[src/design/scps_pkg.sv]
// Shared types and constants for the polynomial sine / root cosine block.
// No dependencies; imported by scps_isqrt and sine_cosine_poly_sqrt.
package scps_pkg;

    localparam logic [15:0] ANGLE_MAX = 16'd51472;

    localparam logic signed [31:0] C3_RESET = -32'sd178956971;
    localparam logic signed [31:0] C5_RESET = 32'sd8947849;
    localparam logic signed [31:0] C7_RESET = -32'sd213043;
    localparam logic signed [31:0] C9_RESET = 32'sd2959;

    localparam logic [7:0] REG_C3 = 8'd0;
    localparam logic [7:0] REG_C5 = 8'd1;
    localparam logic [7:0] REG_C7 = 8'd2;
    localparam logic [7:0] REG_C9 = 8'd3;

    // Square root: 50-bit radicand, 25 result bits, two bits per stage (one in the last).
    localparam int RAD_W   = 50;
    localparam int ROOT_W  = 25;
    localparam int REM_W   = 27;
    localparam int SQ_STEP = 2;
    localparam int SQ_NS   = (ROOT_W + SQ_STEP - 1) / SQ_STEP;

    // Fields that ride along with the root through the pipeline.
    typedef struct packed {
        logic signed [15:0] sine;
        logic               neg;
    } t_side;

    typedef struct packed {
        logic [REM_W-1:0]  rem;
        logic [ROOT_W-1:0] root;
        logic [RAD_W-1:0]  rad;
    } t_sq;

endpackage

[src/design/scps_isqrt.sv]
// Pipelined integer square root, two result bits per register stage (one in the last).
// Depends on scps_pkg for the word formats.
module scps_isqrt (
    input  logic                        i_clk,
    input  logic                        i_rst_n,
    input  logic                        i_valid,
    output logic                        o_ready,
    input  logic [scps_pkg::RAD_W-1:0]  i_rad,
    input  scps_pkg::t_side             i_side,
    output logic                        o_valid,
    input  logic                        i_ready,
    output logic [scps_pkg::ROOT_W-1:0] o_root,
    output scps_pkg::t_side             o_side
);
    import scps_pkg::*;

    t_sq   r_st [SQ_NS];
    t_side r_sd [SQ_NS];
    logic [SQ_NS-1:0] r_v;
    logic [SQ_NS:0]   w_en;

    function automatic t_sq sq_steps(t_sq s, int base);
        t_sq              o;
        logic [REM_W+1:0] remw;
        logic [REM_W+1:0] trial;
        o = s;
        for (int j = 0; j < SQ_STEP; j++) begin
            if (base + j < ROOT_W) begin
                remw  = {o.rem, o.rad[RAD_W-1 -: 2]};
                trial = (REM_W+2)'({o.root, 2'b01});
                o.rad = {o.rad[RAD_W-3:0], 2'b00};
                if (remw >= trial) begin
                    o.rem  = REM_W'(remw - trial);
                    o.root = {o.root[ROOT_W-2:0], 1'b1};
                end else begin
                    o.rem  = REM_W'(remw);
                    o.root = {o.root[ROOT_W-2:0], 1'b0};
                end
            end
        end
        return o;
    endfunction

    assign w_en[SQ_NS] = i_ready;
    assign o_ready     = w_en[0];

    genvar k;
    generate
        for (k = 0; k < SQ_NS; k++) begin : g_stage
            t_sq   w_in;
            t_side w_sd;
            logic  w_vi;
            assign w_en[k] = !r_v[k] || w_en[k+1];
            if (k == 0) begin : g_first
                assign w_in = '{rem: '0, root: '0, rad: i_rad};
                assign w_sd = i_side;
                assign w_vi = i_valid;
            end else begin : g_next
                assign w_in = r_st[k-1];
                assign w_sd = r_sd[k-1];
                assign w_vi = r_v[k-1];
            end
            always_ff @(posedge i_clk) begin
                if (!i_rst_n) begin
                    r_v[k] <= 1'b0;
                end else if (w_en[k]) begin
                    r_v[k] <= w_vi;
                end
                if (w_en[k]) begin
                    r_st[k] <= sq_steps(w_in, k * SQ_STEP);
                    r_sd[k] <= w_sd;
                end
            end
        end
    endgenerate

    assign o_valid = r_v[SQ_NS-1];
    assign o_root  = r_st[SQ_NS-1].root;
    assign o_side  = r_sd[SQ_NS-1];

    a_root_range: assert property (@(posedge i_clk) disable iff (!i_rst_n)
        o_valid |-> o_root <= ROOT_W'(25'd16777216))
        else $error("root above one");
    a_empty_ready: assert property (@(posedge i_clk) disable iff (!i_rst_n)
        (r_v == '0) |-> o_ready)
        else $error("empty root pipeline refused a word");
    a_hold: assert property (@(posedge i_clk) disable iff (!i_rst_n)
        (o_valid && !i_ready) |=> o_valid)
        else $error("stalled root word dropped");

endmodule

[config.mk]
export PLATFORM = sky130hd
export DESIGN_NAME = scps_isqrt
export DESIGN_NICKNAME = d
export VERILOG_FILES = /design/src/design/scps_pkg.sv /design/src/design/scps_isqrt.sv
export SDC_FILE = /design/constraint.sdc
export NUM_CORES = 2
export LEC_CHECK = 0
export ABC_AREA = 1
export BUFFER_PORTS_ARGS = -buffer_cell sky130_fd_sc_hd__buf_4
export CORE_UTILIZATION = 42
export DETAILED_ROUTE_END_ITERATION = 10
export GPL_ROUTABILITY_DRIVEN = 0
export REMOVE_ABC_BUFFERS = 1
export SYNTH_ARGS = -nofsm -noshare
export SYNTH_HDL_FRONTEND = slang
export SYNTH_SLANG_ARGS = --single-unit
[constraint.sdc]
create_clock -name i_clk -period 41.5 [get_ports i_clk]
set_input_delay 8.3 -clock i_clk [delete_from_list [all_inputs] [get_ports i_clk]]
set_output_delay 8.3 -clock i_clk [all_outputs]
set_load 0.005 [all_outputs]
==> impl_results.md <==
* Outcome: finished clean
* Min-Delay Path Class: reg -> reg
* Avg Cell Area, Syn at 8.08 um2
* Rel. slew slack at 0.247
* Detailed-route via count at between 50000 and 60000
* Postcts setup bufs at 0
* CP required at around 33 ns
* Area contributors post-synth: edfxtp_1 46%, nand2_1 14%, ha_1 6.8%
* Crit path max-delay cell type: nor2_1
* DIE WIDTH at around 390 um
* Initial antenna violation count at 3
* DP Cell Count at about 10000
* Gate count after technology mapping at between 7000 and 8000
* Sequential power share at 0.397
* CP top delay family: simple AND/OR/NAND/NOR gates
* Synth Area in Compound Gates at 0.0778
* Yosys warnings at 0
* Die height at between 300 and 400 um
* Critical Setup Path Class: in -> out
* Power share of the clock group at 0.261
* Fin crit share at 0.524
* Multiplexer area fraction after synthesis at 0.000155
* # IOs at ~120
* Global-route wire length before repair at approximately 280000 um
* Clk_lat worst skew at approximately 0.75 ns
* Final max-slew violation count at 0
* Post-Synth XOR/XNOR Area at 0.0384
* Post-CTS Resized at 0
* Fin crit period at between 20 and 25 ns
* Switch share at 0.384
* Clock-pin slew on the worst setup and hold paths at approximately 0.060 ns
* Largest net degree at the start of global routing at 79
* Share of cells above drive strength 1 at 0.0590
* Most frequent cell after synthesis: nand2_1
* Leak at roughly 33 nW
* Layout Area Growth over Synthesis at 9.96%
* Initial core utilization at 0.424
* Most frequent CP cell: nor2_1
* Commonest cells post-synth: 2465 x nand2_1, 1104 x inv_1, 996 x edfxtp_1, 822 x nor2_1, 488 x nand3_1
* Crit. Startpoint: i_ready
* Combinational Power Share at 0.342
* Ys async rst share at 0
* RSZ-0062 raised after global routing: no
* Cell Chain, Critical Path: buf_4, nor2_1, inv_2, buf_4, nor2_1, inv_2, nor2_1, inv_2, buf_4, nor2_1, nand2_4, nor2_2, nand2_4, nor2_1, nand2_4, nor2_2, nand2_4, nor2_1, nand2_4, buf_4
* Power per cell area at around 50 nW/um2
* Final core utilization at 0.466
* Synth Area in Simple Gates at 0.273
* All-Layer GR Usage at 0.224
* R2R Path Start: r_st[1][162]$_DFFE_PP_
* CP Max Fanout at 74
* P_int at ~2.2 mW
* Die ar. at roughly 160000 um2
* Largest family of logic cells by synthesized area: simple AND/OR/NAND/NOR gates
* Flops & latches, synth at approximately 1000
* Congestion Overflow GR at 0
* Crit-path max cell delay at 0.49 ns
* Setup TNS at 0 ns
* H-tree levels at 3
* Fmax at 46.0 MHz
* DR iter-0 viols at ~4800
* Post-DR vias/cell at slightly above 5
* Seq/Total Area, Yosys at 0.468
* CTS tree: built
* Setup crit end kind: primary output
* Max Clock Skew at 0.0250 ns
* Total clock sinks at ~1000
* Core footprint at roughly 150000 um2
* Sw Pwr at 1.37 mW
* Vias in the first global route at 49561
* EDFF count, synth at between 900 and 1000
* Area share of the largest cell type after synthesis at 0.464
* CTS root buffer: clkbuf_16
* Drt first pass iters at 9
* Port Buffers at around 110
* Final #Nets at 8550
* Main flop type after synthesis: edfxtp_1
* Hold Fails Final Rpt at 0
* Post-DP HPWL at between 100000 and 150000 um
* MaxCap Viol Count at 0
* Row Count at approximately 140
* Hold Path Origin: r_st[0][535]$_DFFE_PP_
* Worst-margin pin slew at between 1 and 1.5 ns
* FILL cells at about 15000
* CP startpoint kind: input port
* Final wirelength at 178000 um
* Largest buffer count on any clock path at 3
* Number of cells in the finished layout apart from fillers at between 10000 and 15000
* Arr. time, crit path at ~13 ns
* Yosys cell types at 65
* WL/cell at roughly 17 um
* CP bufs+invs at 7
* Final setup fails at 0
* Final ANT Viol Nets at 0
* Hold-fix buffers, CTS at 0
* Top cell type by total area after synthesis: edfxtp_1
* Mapped Area at between 60000 and 70000 um2
* DR DRC count at 0
* Synth Area in Adders at 0.0675
* Maximum vdd drop at 0.0356 mV
* Number of CTS-inserted buffers at between 100 and 150
[metal layers]
layer  up-vias  part of all wire  GRT usage
met2      1834              0.44      0.350
li1      26602                 -          -
met3       323             0.067     0.0279
met5         -                 0          0
met1     24534              0.46      0.322
met4         0             0.035     0.0750
[state kept, by name, indices dropped and copies added, names as in the netlist]
name and count:
r_st 775, r_sd 221, g_stage.w_vi 12, o_valid 1
[area by class of cell]
cell class                 instances  area (um2)  area share
clock buffer                     129        2760      0.0389
inverter                        1134        4270      0.0602
antenna                            3        7.51    0.000106
tap                             2030        2540      0.0358
sequential                      1009       30200       0.426
timing repair buffer             130         976      0.0138
multi-input combinational       5749       29500       0.416
clock inverter                    68         671     0.00946
[power groups by stage]
stage / sequential [mW] / combinational (mW) / clock (mW)
after floorplan: 1.38 / 0.890 / 0
after global placement: 1.44 / 1.18 / 0
after detailed placement: 1.44 / 1.19 / 0
after CTS: 1.42 / 1.20 / 0.961
after global routing: 1.44 / 1.38 / 0.997
final: 1.42 / 1.22 / 0.936
[placed cells by master (no fill, tap or decap), types with 22 or more instances in the layout]
cell	n
nand2_1	2460
inv_1	1097
edfxtp_1	996
nor2_1	822
nand3_1	488
a21oi_1	405
ha_1	348
o21ai_0	316
xor2_1	182
nand4_1	140
buf_4	130
clkbuf_16	107
xnor2_1	101
nor3_1	86
nand2_2	39
nand3b_1	37
o21bai_1	35
nor2_2	33
inv_2	31
a31oi_1	29
o21a_1	25
o21ai_1	24
clkinv_1	24
a21oi_2	23
clkbuf_1	22
[path summary, 6_finish.rpt]
path / slack [ns] / cells after the start / to
max: 19.77 / 20 / o_ready
min: 0.40 / 0 / r_st[0][641]$_DFFE_PP_
max reg2reg: 35.24 / 22 / r_st[1][296]$_DFFE_PP_
min reg2reg: 0.40 / 0 / r_st[0][641]$_DFFE_PP_
[per-stage QoR]
| stage | power, mW | worst slack, ns | hold slack (ns) | instance area [um2] |
|---|---|---|---|---|
| 6_report | 3.58 | 19.77 | 0.401 | 70900 |
| 5_1_grt | 3.81 | 19.24 | 0.412 | 70900 |
| 4_1_cts | 3.59 | 19.64 | 0.410 | 70900 |
| 3_5_place_dp | 2.64 | 19.66 | 0.405 | 67500 |
| 3_3_place_gp | 2.62 | 19.67 | 0.400 | 67500 |
| 2_1_floorplan | 2.27 | 11.32 | 0.400 | 63900 |
[cell families after synthesis]
family,count (synthesis)
buffers and inverters,1222
adders and majority gates,348
xor gates and xnor gates,283
muxes,1
AOI/OAI and AO/OA,913
and+or+nand+nor,4201
DFF,1009
other,1
Note: power is estimated with default switching activity, not from simulation.
